### src/rtl/hns_pkg.sv
// Shared constants and types for the height map normal stencil.
// Depends on nothing; every other file of the block but hns_ram imports it.
package hns_pkg;

  localparam int MESH_SIDE = 64;
  localparam int MAP_SIDE  = MESH_SIDE + 2;
  localparam int CNT_W     = $clog2(MAP_SIDE + 1);
  localparam int ADDR_W    = $clog2(MAP_SIDE);
  localparam int COORD_W   = 6;
  localparam int H_W       = 16;
  localparam int VT_W      = 15;
  localparam int VT_RESET  = 256;
  localparam int DIFF_W    = H_W + 1;
  localparam int NRM_W     = 16;
  localparam int NRMY_W    = 15;
  localparam int ONE_Q14   = 16384;
  localparam int Q_W       = 15;
  localparam int QBIT_W    = 4;
  localparam int SQ_W      = 2 * DIFF_W;
  localparam int SUM_W     = SQ_W + 2;
  localparam int ACC_W     = 70;
  localparam int RAM_W     = 2 * H_W;

  typedef struct packed {
    logic signed [DIFF_W-1:0] a;
    logic signed [DIFF_W-1:0] b;
    logic [VT_W-1:0]          v;
  } norm_req_t;

  typedef struct packed {
    logic signed [NRM_W-1:0] nx;
    logic [NRMY_W-1:0]       ny;
    logic signed [NRM_W-1:0] nz;
  } norm_res_t;

endpackage

### src/rtl/hns_if.sv
// Stream interfaces for height samples in and vertices out.
// Depends on hns_pkg for the field widths.
interface hns_in_if;
  import hns_pkg::*;
  logic                  valid;
  logic                  ready;
  logic signed [H_W-1:0] height;
  logic                  frame_start;
  modport source (output valid, output height, output frame_start, input ready);
  modport sink (input valid, input height, input frame_start, output ready);
endinterface

interface hns_out_if;
  import hns_pkg::*;
  logic                    valid;
  logic                    ready;
  logic [COORD_W-1:0]      vertex_x;
  logic [COORD_W-1:0]      vertex_z;
  logic signed [H_W-1:0]   vertex_height;
  logic signed [NRM_W-1:0] normal_x;
  logic [NRMY_W-1:0]       normal_y;
  logic signed [NRM_W-1:0] normal_z;
  logic                    last_vertex;
  modport source (output valid, output vertex_x, output vertex_z, output vertex_height,
                  output normal_x, output normal_y, output normal_z, output last_vertex,
                  input ready);
  modport sink (input valid, input vertex_x, input vertex_z, input vertex_height,
                input normal_x, input normal_y, input normal_z, input last_vertex,
                output ready);
endinterface

### src/rtl/heightmap_normal_stencil.sv
// Top level of the height map normal stencil: counters, line store, window, output.
// Depends on hns_pkg, hns_if, hns_ram and hns_norm.
//
//   channel | dir | handshake          | payload
//   in_ch   | in  | valid/ready        | height, frame_start
//   out_ch  | out | valid/ready        | vertex_x/z, vertex_height, normal_x/y/z, last
//   cfg     | in  | cfg_we, no stall   | cfg_wdata = vertical_term
//
// A sample that yields no vertex passes only the accept and line store access steps; one
// dropped past the end of a map leaves at accept. A vertex passes accept and line store
// access, the normalizer (squares, sum, then setup, a 15-step bit-serial search and a store
// for each of the three components) and the output load; a zero-length normal skips the rest.
// Reset is synchronous and clears counters, window, valid bits of the line store
// and the output valid bit; the line store RAM itself is not cleared, its valid bits are.
// A new transaction is taken while a finished vertex still waits on out_ch; the next
// vertex then holds in the output state until out_ch takes the waiting one.
module heightmap_normal_stencil import hns_pkg::*; (
  input  logic           clk,
  input  logic           rst_n,
  hns_in_if.sink         in_ch,
  hns_out_if.source      out_ch,
  input  logic           cfg_we,
  input  logic [VT_W-1:0] cfg_wdata
);

  localparam logic [1:0] ST_IDLE = 2'd0;
  localparam logic [1:0] ST_RD   = 2'd1;
  localparam logic [1:0] ST_NORM = 2'd2;
  localparam logic [1:0] ST_OUT  = 2'd3;

  logic [1:0]            state_r;
  logic [VT_W-1:0]       vt_r;
  logic [CNT_W-1:0]      col_r, row_r;
  logic signed [H_W-1:0] h_r;
  logic signed [H_W-1:0] up_r;
  logic signed [H_W-1:0] w_ctr_r, w_left_r, w_down_r;
  logic [MAP_SIDE-1:0]   vld_r;

  // Vertex data that waits on the normalizer.
  logic [COORD_W-1:0]    px_r, pz_r;
  logic signed [H_W-1:0] ph_r;
  logic                  plast_r;

  // Output register.
  logic                    ov_r;
  logic [COORD_W-1:0]      ox_r, oz_r;
  logic signed [H_W-1:0]   oh_r;
  logic signed [NRM_W-1:0] onx_r, onz_r;
  logic [NRMY_W-1:0]       ony_r;
  logic                    olast_r;

  logic                  accept;
  logic                  past_end;
  logic [RAM_W-1:0]      rdata;
  logic signed [H_W-1:0] p_smp, o_smp;
  logic                  produce;
  logic                  ram_we;
  logic                  norm_start;
  logic                  norm_done;
  norm_req_t             norm_req;
  norm_res_t             norm_res;
  logic [ADDR_W-1:0]     addr;
  logic                  out_load;

  assign in_ch.ready = (state_r == ST_IDLE);
  assign accept      = in_ch.valid && in_ch.ready;
  // Once a map is complete, samples are dropped until the next frame start.
  assign past_end    = !in_ch.frame_start &&
                       (row_r >= CNT_W'(MAP_SIDE) || col_r >= CNT_W'(MAP_SIDE));
  assign addr        = col_r[ADDR_W-1:0];
  // The output register takes a new vertex when it is empty or being emptied.
  assign out_load    = (state_r == ST_OUT) && (!ov_r || out_ch.ready);

  // Entry holds {older row, previous row}; an entry never written reads as zero.
  assign p_smp   = vld_r[addr] ? $signed(rdata[H_W-1:0]) : '0;
  assign o_smp   = vld_r[addr] ? $signed(rdata[RAM_W-1:H_W]) : '0;
  assign produce = (col_r >= CNT_W'(2)) && (row_r >= CNT_W'(2));
  assign ram_we  = (state_r == ST_RD);

  hns_ram #(.WIDTH(RAM_W), .DEPTH(MAP_SIDE)) u_line (
    .clk   (clk),
    .we    (ram_we),
    .waddr (addr),
    .wdata ({p_smp, h_r}),
    .raddr (in_ch.frame_start ? ADDR_W'(0) : addr),
    .rdata (rdata)
  );

  // Central differences: left minus right, and down (row above) minus up (this row).
  assign norm_start = (state_r == ST_RD) && produce;
  assign norm_req.a = DIFF_W'(w_left_r) - DIFF_W'(p_smp);
  assign norm_req.b = DIFF_W'(w_down_r) - DIFF_W'(up_r);
  assign norm_req.v = vt_r;

  hns_norm u_norm (
    .clk   (clk),
    .rst_n (rst_n),
    .start (norm_start),
    .req   (norm_req),
    .done  (norm_done),
    .res   (norm_res)
  );

  always_ff @(posedge clk) begin
    if (!rst_n) begin
      state_r  <= ST_IDLE;
      vt_r     <= VT_W'(VT_RESET);
      col_r    <= '0;
      row_r    <= '0;
      up_r     <= '0;
      w_ctr_r  <= '0;
      w_left_r <= '0;
      w_down_r <= '0;
      vld_r    <= '0;
      ov_r     <= 1'b0;
    end else begin
      if (cfg_we) begin
        vt_r <= cfg_wdata;
      end
      if (out_load) begin
        ov_r <= 1'b1;
      end else if (out_ch.ready) begin
        ov_r <= 1'b0;
      end
      case (state_r)
        ST_IDLE: begin
          if (accept && !past_end) begin
            h_r <= in_ch.height;
            if (in_ch.frame_start) begin
              col_r <= '0;
              row_r <= '0;
            end
            state_r <= ST_RD;
          end
        end
        ST_RD: begin
          vld_r[addr] <= 1'b1;
          w_left_r    <= w_ctr_r;
          w_ctr_r     <= p_smp;
          w_down_r    <= o_smp;
          up_r        <= h_r;
          px_r        <= COORD_W'(col_r - CNT_W'(2));
          pz_r        <= COORD_W'(row_r - CNT_W'(2));
          ph_r        <= w_ctr_r;
          plast_r     <= (col_r == CNT_W'(MAP_SIDE - 1)) && (row_r == CNT_W'(MAP_SIDE - 1));
          if (col_r == CNT_W'(MAP_SIDE - 1)) begin
            col_r <= '0;
            row_r <= row_r + CNT_W'(1);
          end else begin
            col_r <= col_r + CNT_W'(1);
          end
          state_r <= produce ? ST_NORM : ST_IDLE;
        end
        ST_NORM: begin
          if (norm_done) begin
            state_r <= ST_OUT;
          end
        end
        ST_OUT: begin
          if (out_load) begin
            ox_r    <= px_r;
            oz_r    <= pz_r;
            oh_r    <= ph_r;
            onx_r   <= norm_res.nx;
            ony_r   <= norm_res.ny;
            onz_r   <= norm_res.nz;
            olast_r <= plast_r;
            state_r <= ST_IDLE;
          end
        end
        default: state_r <= ST_IDLE;
      endcase
    end
  end

  assign out_ch.valid         = ov_r;
  assign out_ch.vertex_x      = ox_r;
  assign out_ch.vertex_z      = oz_r;
  assign out_ch.vertex_height = oh_r;
  assign out_ch.normal_x      = onx_r;
  assign out_ch.normal_y      = ony_r;
  assign out_ch.normal_z      = onz_r;
  assign out_ch.last_vertex   = olast_r;

  a_norm_follows: assert property (@(posedge clk) disable iff (!rst_n)
    norm_start |=> state_r == ST_NORM)
    else $error("normalizer started but control did not wait for it");

  a_done_in_norm: assert property (@(posedge clk) disable iff (!rst_n)
    norm_done |-> state_r == ST_NORM)
    else $error("normalizer finished outside the wait state");

  a_pos_in_map: assert property (@(posedge clk) disable iff (!rst_n)
    state_r == ST_RD |-> col_r < CNT_W'(MAP_SIDE) && row_r < CNT_W'(MAP_SIDE))
    else $error("line store accessed outside the map");

endmodule

### src/rtl/hns_ram.sv
// Generic single-port-write, single-port-read RAM with registered read data.
// Depends on nothing.
module hns_ram #(
  parameter int WIDTH = 32,
  parameter int DEPTH = 66
) (
  input  logic                     clk,
  input  logic                     we,
  input  logic [$clog2(DEPTH)-1:0] waddr,
  input  logic [WIDTH-1:0]         wdata,
  input  logic [$clog2(DEPTH)-1:0] raddr,
  output logic [WIDTH-1:0]         rdata
);

  logic [WIDTH-1:0] mem [DEPTH];
  logic [WIDTH-1:0] rdata_r;

  always_ff @(posedge clk) begin
    if (we) begin
      mem[waddr] <= wdata;
    end
    rdata_r <= mem[raddr];
  end

  assign rdata = rdata_r;

endmodule

### src/rtl/hns_norm.sv
// Multi-cycle normalizer: squares, sum and a bit-serial search per component.
// Depends on hns_pkg.
module hns_norm import hns_pkg::*; (
  input  logic      clk,
  input  logic      rst_n,
  input  logic      start,
  input  norm_req_t req,
  output logic      done,
  output norm_res_t res
);

  localparam logic [2:0] N_IDLE  = 3'd0;
  localparam logic [2:0] N_SQ    = 3'd1;
  localparam logic [2:0] N_SUM   = 3'd2;
  localparam logic [2:0] N_INIT  = 3'd3;
  localparam logic [2:0] N_ITER  = 3'd4;
  localparam logic [2:0] N_STORE = 3'd5;

  logic [2:0]              st_r;
  logic [1:0]              comp_r;
  logic [QBIT_W-1:0]       bit_r;
  logic [DIFF_W-1:0]       mag_r [3];
  logic [2:0]              neg_r;
  logic [SQ_W-1:0]         sq_r [3];
  logic [SUM_W-1:0]        s_r;
  logic signed [ACC_W-1:0] acc_r, bk_r, sk_r, t_r;
  logic [Q_W-1:0]          q_r;
  logic                    done_r;
  norm_res_t               res_r;

  logic [SQ_W-1:0]         prod;
  logic signed [ACC_W-1:0] s_ext, sq_ext, trial;
  logic [Q_W-1:0]          qc;
  logic signed [NRM_W-1:0] qs;
  logic                    sq_zero;

  assign prod    = SQ_W'(mag_r[comp_r]) * SQ_W'(mag_r[comp_r]);
  assign s_ext   = ACC_W'(s_r);
  assign sq_ext  = ACC_W'(sq_r[comp_r]);
  assign trial   = acc_r + bk_r + sk_r;
  assign qc      = (q_r > Q_W'(ONE_Q14)) ? Q_W'(ONE_Q14) : q_r;
  assign qs      = neg_r[comp_r] ? -$signed(NRM_W'(qc)) : $signed(NRM_W'(qc));
  assign sq_zero = (sq_r[0] | sq_r[1] | sq_r[2]) == '0;

  always_ff @(posedge clk) begin
    if (!rst_n) begin
      st_r   <= N_IDLE;
      done_r <= 1'b0;
      comp_r <= '0;
      bit_r  <= '0;
    end else begin
      done_r <= ((st_r == N_SUM) && sq_zero) || ((st_r == N_STORE) && (comp_r == 2'd2));
      case (st_r)
        N_IDLE: begin
          if (start) begin
            mag_r[0] <= req.a[DIFF_W-1] ? DIFF_W'(-req.a) : DIFF_W'(req.a);
            mag_r[1] <= DIFF_W'(req.v);
            mag_r[2] <= req.b[DIFF_W-1] ? DIFF_W'(-req.b) : DIFF_W'(req.b);
            neg_r    <= {req.b[DIFF_W-1], 1'b0, req.a[DIFF_W-1]};
            comp_r   <= '0;
            st_r     <= N_SQ;
          end
        end
        N_SQ: begin
          sq_r[comp_r] <= prod;
          if (comp_r == 2'd2) begin
            st_r <= N_SUM;
          end else begin
            comp_r <= comp_r + 2'd1;
          end
        end
        N_SUM: begin
          s_r    <= SUM_W'(sq_r[0]) + SUM_W'(sq_r[1]) + SUM_W'(sq_r[2]);
          comp_r <= '0;
          if (sq_zero) begin
            // Degenerate vector: straight up.
            res_r.nx <= '0;
            res_r.ny <= NRMY_W'(ONE_Q14);
            res_r.nz <= '0;
            st_r     <= N_IDLE;
          end else begin
            st_r <= N_INIT;
          end
        end
        N_INIT: begin
          // Search state for candidate m: acc = (2q-1)^2*s, bk = (2q-1)*s << (k+2),
          // sk = s << (2k+2), against t = c^2 << 30.
          acc_r <= s_ext;
          bk_r  <= -(s_ext <<< 16);
          sk_r  <= s_ext <<< 30;
          t_r   <= sq_ext <<< 30;
          q_r   <= '0;
          bit_r <= QBIT_W'(Q_W - 1);
          st_r  <= N_ITER;
        end
        N_ITER: begin
          if (trial <= t_r) begin
            q_r   <= q_r | (Q_W'(1) << bit_r);
            acc_r <= trial;
            bk_r  <= (bk_r >>> 1) + sk_r;
          end else begin
            bk_r <= bk_r >>> 1;
          end
          sk_r <= sk_r >>> 2;
          if (bit_r == '0) begin
            st_r <= N_STORE;
          end else begin
            bit_r <= bit_r - QBIT_W'(1);
          end
        end
        N_STORE: begin
          case (comp_r)
            2'd0:    res_r.nx <= qs;
            2'd1:    res_r.ny <= qc;
            default: res_r.nz <= qs;
          endcase
          if (comp_r == 2'd2) begin
            st_r <= N_IDLE;
          end else begin
            comp_r <= comp_r + 2'd1;
            st_r   <= N_INIT;
          end
        end
        default: st_r <= N_IDLE;
      endcase
    end
  end

  assign done = done_r;
  assign res  = res_r;

endmodule

### src/flat_wrapper.sv
// flat-port wrapper written by rule: the top's interface ports become plain ports
module heightmap_normal_stencil_flat import hns_pkg::*;
  (clk, rst_n, cfg_we, cfg_wdata, in_ch_valid, in_ch_height, in_ch_frame_start, in_ch_ready, out_ch_valid, out_ch_vertex_x, out_ch_vertex_z, out_ch_vertex_height, out_ch_normal_x, out_ch_normal_y, out_ch_normal_z, out_ch_last_vertex, out_ch_ready);
  hns_in_if in_ch_i ();
  hns_out_if out_ch_i ();
  input  logic clk;
  input  logic rst_n;
  input  logic cfg_we;
  input  logic [VT_W-1:0] cfg_wdata;
  input wire logic [$bits(in_ch_i.valid)-1:0] in_ch_valid;
  input wire logic [$bits(in_ch_i.height)-1:0] in_ch_height;
  input wire logic [$bits(in_ch_i.frame_start)-1:0] in_ch_frame_start;
  output wire logic [$bits(in_ch_i.ready)-1:0] in_ch_ready;
  output wire logic [$bits(out_ch_i.valid)-1:0] out_ch_valid;
  output wire logic [$bits(out_ch_i.vertex_x)-1:0] out_ch_vertex_x;
  output wire logic [$bits(out_ch_i.vertex_z)-1:0] out_ch_vertex_z;
  output wire logic [$bits(out_ch_i.vertex_height)-1:0] out_ch_vertex_height;
  output wire logic [$bits(out_ch_i.normal_x)-1:0] out_ch_normal_x;
  output wire logic [$bits(out_ch_i.normal_y)-1:0] out_ch_normal_y;
  output wire logic [$bits(out_ch_i.normal_z)-1:0] out_ch_normal_z;
  output wire logic [$bits(out_ch_i.last_vertex)-1:0] out_ch_last_vertex;
  input wire logic [$bits(out_ch_i.ready)-1:0] out_ch_ready;
  assign in_ch_i.valid = in_ch_valid;
  assign in_ch_i.height = in_ch_height;
  assign in_ch_i.frame_start = in_ch_frame_start;
  assign in_ch_ready = in_ch_i.ready;
  assign out_ch_valid = out_ch_i.valid;
  assign out_ch_vertex_x = out_ch_i.vertex_x;
  assign out_ch_vertex_z = out_ch_i.vertex_z;
  assign out_ch_vertex_height = out_ch_i.vertex_height;
  assign out_ch_normal_x = out_ch_i.normal_x;
  assign out_ch_normal_y = out_ch_i.normal_y;
  assign out_ch_normal_z = out_ch_i.normal_z;
  assign out_ch_last_vertex = out_ch_i.last_vertex;
  assign out_ch_i.ready = out_ch_ready;
  heightmap_normal_stencil u_core (.clk(clk), .rst_n(rst_n), .in_ch(in_ch_i), .out_ch(out_ch_i), .cfg_we(cfg_we), .cfg_wdata(cfg_wdata));
endmodule
### config.mk
export PLATFORM = sky130hd
export DESIGN_NAME = heightmap_normal_stencil_flat
export DESIGN_NICKNAME = d
export VERILOG_FILES = /design/src/rtl/hns_pkg.sv /design/src/rtl/hns_if.sv /design/src/rtl/heightmap_normal_stencil.sv /design/src/rtl/hns_ram.sv /design/src/rtl/hns_norm.sv /design/src/flat_wrapper.sv
export SDC_FILE = /design/constraint.sdc
export NUM_CORES = 2
export LEC_CHECK = 0
export BUFFER_PORTS_ARGS = -buffer_cell sky130_fd_sc_hd__buf_2
export CAP_MARGIN = 20
export CORE_AREA = 2 2 523 525
export DETAILED_ROUTE_END_ITERATION = 10
export DIE_AREA = 0 0 525 527
export PLACE_DENSITY = 0.74
export SLEW_MARGIN = 0
export SYNTH_ARGS = -nofsm -noshare
export SYNTH_HDL_FRONTEND = slang
export SYNTH_SLANG_ARGS = --single-unit
### constraint.sdc
create_clock -name clk -period 23.6 [get_ports clk]
set_input_delay 4.72 -clock clk [delete_from_list [all_inputs] [get_ports clk]]
set_output_delay 4.72 -clock clk [all_outputs]
set_load 0.1 [all_outputs]
# --- After elaboration in Yosys (flattened, before gate mapping) ---
# Memory sizes are Yosys's and may differ from the RTL's. A register that Yosys moved wholly into a read port is not among the register bits.
# Cells that the tools add are included.
word_totals:
  ff_bits: 603
  mem_bits_rw: 2265
  inputBits: 37
  out_inout_bits: 78
  elab_cells: 207
  memories: 3
op_classes:
  addsub: 17
  multipliers: 1
  n_lt_le_gt_ge: 9
  eq_ne: 27
  n_shift: 1
  mux: 61
  bitwise: 5
  n_reduce_logical: 46
memory_table:
  columns: ["name", "depth", "word_bits", "rd", "rd_clocked_by_memory_dff", "write_ports", "line_no", "rtl"]
  rows:
  - ["u_core.u_line.mem", 66, 32, 1, 1, 1, "hns_ram.sv:15", "logic [WIDTH-1:0] mem [DEPTH];"]
  - ["u_core.u_norm.sq_r", 3, 34, 4, 1, 1, "hns_norm.sv:24", "logic [SQ_W-1:0] sq_r [3];"]
  - ["u_core.u_norm.mag_r", 3, 17, 1, 1, 3, "hns_norm.sv:22", "logic [DIFF_W-1:0] mag_r [3];"]
ops:
  columns: ["cell", "count"]
  rows:
  - ["$pmux W70 S2", 3]
  - ["$add A70 B70 Y70", 2]
  - ["$mux W70", 2]
  - ["$pmux W47 S2", 1]
  - ["$mux W16", 5]
  - ["$add A69 B70 Y70", 1]
  - ["$le A70 B65 Y1", 1]
  - ["$neg A52 Y70", 1]
  - ["$or A34 B34 Y34", 2]
  - ["$or A66 B66 Y66", 1]
  - ["$mux W47", 1]
  - ["$mux W15", 3]
  - ["$mux W7", 6]
  - ["$add A35 B34 Y36", 1]
  - ["$add A34 B34 Y35", 1]
  - ["$logic_not A34 Y1", 1]
  - ["$mul A17 B17 Y34", 1]
  - ["$mux W17", 2]
  - ["$neg A17 Y17", 2]
  - ["$sub A16 B16 Y17", 2]
  - ["$pmux W15 S2", 1]
  - ["$pmux W7 S2", 2]
  - ["$reduce_and A3 Y1", 8]
  - ["$ne A2 B2 Y1 const B", 11]
  - ["43 further kinds", 106]

# --- Logic depth before layout (Yosys ltp) ---
depth:
  depth_word: 7
  depth_mapped: 35
  depth_no_buf: 32

# --- Hierarchy ---
# From an unflattened synthesis, not the netlist that was laid out.
unflattened:
  cells_unflattened: 8718
  area_unflattened_um2: 135697.6
modules_own_cells:
  columns: ["module", "n_inst", "cells_each", "area_per_inst_um2", "seq_area_each_um2"]
  rows:
  - ["hns_ram", 1, 3610, 81627.0, 64061.4]
  - ["hns_norm", 1, 3956, 41766.3, 15855.2]
  - ["heightmap_normal_stencil", 1, 1152, 12304.3, 6876.6]

# --- Worst setup path before layout ---
# No wires, ideal clock.
synth_timing:
  path_type: "input to register"
  from: "input rst_n"
  to: "register u_core.u_norm.acc_r[0] (enable)"
  setup_ps: 661
  arrival_time_ps: 21210
  required_ps: 22939
  setup_slack_ps: 1729
  path_stages: 2
  path_buffers: 0
  path_cell_list: "a21boi_0 a21boi_0"
synth_between:
  elab_chain_len: 1
synth_rtl:
  columns: ["item", "line_no", "rtl"]
  rows:
  - ["start: declaration", "flat_wrapper.sv:7", "input logic rst_n;"]
  - ["$reduce_and A3 Y1 (no source line)", null, null]
  - ["end signal: assignment", "hns_norm.sv:88", "acc_r <= s_ext;"]
  - ["end signal: assignment", "hns_norm.sv:99", "acc_r <= trial;"]
  - ["end: declaration", "hns_norm.sv:26", "logic signed [ACC_W-1:0] acc_r, bk_r, sk_r, t_r;"]
# No other way between the ends.
# A chain may end at the register's enable or synchronous reset.

# --- Final worst setup path ---
layout_timing:
  from: "register u_core.u_norm.bk_r[1]"
  to: "register u_core.u_norm.bk_r[67] (data pin)"
layout_between:
  elab_chain_len: 5
  word_cells_on_any_way: 6
  classes_between: "add/sub (3); order compare (1); mux (2)"
layout_rtl:
  columns: ["item", "line_no", "rtl"]
  rows:
  - ["start: declaration", "hns_norm.sv:26", null]
  - ["start signal: assignment", "hns_norm.sv:89", "bk_r <= -(s_ext <<< 16);"]
  - ["start signal: assignment", "hns_norm.sv:100", "bk_r <= (bk_r >>> 1) + sk_r;"]
  - ["start signal: assignment", "hns_norm.sv:102", "bk_r <= bk_r >>> 1;"]
  - ["$add A70 B70 Y70 (2 in a row)", "hns_norm.sv:40", "assign trial = acc_r + bk_r + sk_r;"]
  - ["net u_core.u_norm.trial[51]", "hns_norm.sv:32", "logic signed [ACC_W-1:0] s_ext, sq_ext, trial;"]
  - ["$le A70 B65 Y1", "hns_norm.sv:97", "if (trial <= t_r) begin"]
  - ["$mux W70", "hns_norm.sv:97", null]
  - ["$pmux W70 S2", "hns_norm.sv:53", "case (st_r)"]
# The timed path passes the listed nets, and every way through them passes these cells. The select of a mux whose other input is x is not followed.

==> metrics <==
initial standard-cell utilization of the core 49.70%; setup-violating endpoint count in the final report 0; number of flops mapped to enable cells by yosys 2753; CTS tree done; Clock Latency Late Sink around 0.9 ns; post-route DRC violation count 0; multiplexer share of the synthesized area 7.797%; Std-Cell Core Area around 270000 sq um; LEAKAGE approximately 50 nW; routed length on met1 roughly 140000 um; cell types occupying the most area after synthesis edfxtp_1 61%, mux4_2 5.3%, fa_1 4.4%; post-synthesis cell type with the largest combined area edfxtp_1; longest individual stage delay on the worst path 0.72 ns; worst slew margin relative to its limit 9.838%; post-route antenna net violation count 0; count of routing violations after the opening detailed-route iteration 11290; total length of routed met2 wires 182400 um; H-Tree Level Count 5; top_reg_cell synth edfxtp_1; chip height between 500 and 600 um; proportion of synthesized chip area in sequential cells ~64%; max cap viols 0; category of the critical setup timing path flip-flop to flip-flop; fraction of registers with async set/reset 0%; Cell Rows between 150 and 200; result of the run complete, no violations; first-pass GRT wire length 560300 um; via count of the first global-routing pass between 80000 and 90000; hold slack 0.3939 ns; clock tree skew after final layout about 0.08 ns; DPL Wire Length about 240000 um; post-layout instance count excluding filler cells 13266; Num Clock Sinks 2959; number of library cell types mapped by synthesis 82; Max FO, Critical Path 55; power density normalized to cell area about 71 nW/um^2; final-stage net count just over 10000; met3 WL roughly 42000 um; routed len/inst between 20 and 30 um; final critical-path required period 10.11 ns; Avg Inst Size Synth around 15 sq um; highest metal layer with signal wires met5; post-synthesis share of cell area spent on xor and xnor gates about 1.8%; drt via density approximately 6.4; adder and majority gate portion of the synthesized area 7.733%; Required @ worst endpoint 24.28 ns; final period utilization between 40% and 50%; cell with the largest stage delay on the worst path or4b_2; number of synthesized register bits a little under 3000; Gates resized, CTS repair 0; fraction of layout instances using a drive strength above 1 between 10% and 20%; DIE AREA about 280000 sq um; number of warnings reported in the yosys synthesis log 0; number of I/O port buffers ~110; Cells after Synth roughly 9300; Vias 84671; Pins Over Slew Limit 0; min-delay worst type flip-flop to flip-flop; CTS Buf Count slightly below 300; CP most frequent cell nand4_1; sum of overflow across all layers after global routing 0; dpl cells 12727; arrival time worst endpoint between 10 and 15 ns; Fmax achieved roughly 0.099 GHz; number of hold violations in the final report 0; unrepaired setup endpoints after global routing false; Cell Area, Synth ~140000 sq um; gr usage total about 27%; clock-pin slew of the registers on the worst-case setup and hold paths ~0.060 ns; crit path capture type flip-flop; share of the synthesized area in the top cell type ~61%; Horiz. Die Dim approximately 530 um; post-detailed-routing wire length 387800 um; dominant combinational cell family by area after synthesis compound AO/OA/AOI/OAI gates; largest net degree at the start of global routing between 100 and 150; Clock Tree Root clkbuf_16; largest vdd supply drop just under 0.09 mV; summed negative setup slack over all endpoints 0 ns; buffers from clock root to sink, at most 4; detailed-router iteration count before antenna repair 6; final estimated routing congestion in global placement 0.9411; number of I/O pins 115; sort of element at the start of the critical path flip-flop; synthesis-to-finish area growth 11.16%; synthesized-area fraction occupied by and/or/nand/nor cells approximately 6.6%; synthesized netlist net count 10000; area fraction in compound gates after synthesis under 10%; hold bufs inserted after CTS 0; antenna violations before repair 21; post-CTS setup buffer count 0; pin slew with the least headroom to its limit 1.331 ns
[where the power goes]
part | total (mW) | internal [mW] | switching, mW | leakage (nW)
clock | 4.59 | 2.61 | 1.98 | 4.55
combinational | 0.373 | 0.116 | 0.257 | 20.1
sequential | 5.74 | 5.72 | 0.0180 | 26.8
total | 10.7 | 8.45 | 2.25 | 51.4
[layer usage]
layer,up-vias,global-route usage [%]
met5,-,0
met3,1096,5.522
li1,35721,-
met1,42419,34.76
met2,5429,44.11
met4,6,15.51
[placed cells by master, fill, tap and decap left out, drive strengths merged, types with 61 or more instances in the layout]
cell / synthesis / layout
o211ai: 81 / 81
o221ai: 282 / 282
nor2b: 61 / 61
edfxtp: 2753 / 2753
xor2: 95 / 95
clkbuf: 383 / 392
a211oi: 164 / 164
mux4: 318 / 318
and2: 71 / 71
fa: 296 / 296
nor2: 509 / 509
buf: 103 / 326
o21a: 105 / 105
and3: 68 / 68
dfxtp: 206 / 206
o21ai: 243 / 243
a21o: 124 / 124
a21oi: 514 / 514
nand2: 799 / 799
clkinv: 10 / 99
nand4: 64 / 64
mux2i: 332 / 332
xnor2: 185 / 185
ha: 361 / 361
nor3: 81 / 81
inv: 475 / 489
nand3: 122 / 122
a21boi: 71 / 71
[layout make-up]
class / count / area (sq um)
Clock buffer: 390 / 8079
Tap cell: 3589 / 4491
Antenna cell: 11 / 27.53
Sequential cell: 2959 / 86800
Inverter: 485 / 1826
Timing Repair Buffer: 328 / 2410
Multi-Input combinational cell: 5376 / 45270
Clock inverter: 128 / 1217
Fill cell: 20796 / 121600
[registers in the layout (all words and copies together), names as in the netlist, 16 cells and up, named ones only]
name                         cells
u_core.u_line.mem             2112
u_core.u_norm.sq_r             132
u_core.u_norm.acc_r             70
u_core.u_norm.bk_r              70
u_core.u_norm.sk_r              66
u_core.vld_r                    66
u_core.u_norm.mag_r             49
u_core.u_norm.res               47
u_core.u_norm.s_r               36
u_core.u_norm.t_r               33
u_core.u_line.rdata             32
u_core.h_r                      16
u_core.out_ch.normal_x          16
u_core.out_ch.normal_z          16
u_core.out_ch.vertex_height     16
u_core.ph_r                     16
u_core.up_r                     16
u_core.w_ctr_r                  16
u_core.w_down_r                 16
u_core.w_left_r                 16
[worst paths after layout]
path	depth (start not counted)	slack (ns)	endpoint	from
max	30	13.49	u_core.u_norm.bk_r[67]	u_core.u_norm.bk_r[1]
min	0	0.39	u_core.out_ch.vertex_height[7]	u_core.ph_r[7]
max reg2reg	30	13.49	u_core.u_norm.bk_r[67]	u_core.u_norm.bk_r[1]
min reg2reg	0	0.39	u_core.out_ch.vertex_height[7]	u_core.ph_r[7]
[kinds of logic after synthesis]
group	Yosys count
adder cells (fa/ha/maj)	657
flip-flops	2959
AO/OA/AOI/OAI	1830
AND/OR/NAND/NOR	1955
buffers and inverters	971
multiplexers	654
XOR/XNOR	280
[worst max-delay path: cells and delay by family (launching register included)]
family | cells | cell delay, ns
flops | 1 | 0.44
buf+inv | 2 | 0.53
xor+xnor | 1 | 0.12
fa+ha+maj | 4 | 1.48
compound gates | 12 | 4.04
simple gates | 11 | 3.32
[Yosys cell counts (164+ instances only)]
master,instances
nand2_1,797
a21oi_1,514
dfxtp_1,206
o21ai_0,239
a211oi_1,164
ha_1,361
mux4_2,318
fa_1,296
edfxtp_1,2753
o221ai_1,282
clkbuf_1,383
inv_1,472
xnor2_1,185
mux2i_1,332
nor2_1,509
[per-stage QoR]
stage	power [mW]	instance area [sq um]	setup WS (ns)	util, %
6_report	10.71	150100	13.49	55.25
4_1_cts	10.73	149900	13.56	55.18
3_3_place_gp	6.202	140600	13.68	51.73
2_1_floorplan	6.068	135000	1.729	-
5_1_grt	10.94	150100	12.92	55.24
3_5_place_dp	6.213	140600	13.59	51.76
No activity file was read; power rests on OpenSTA's default activity.
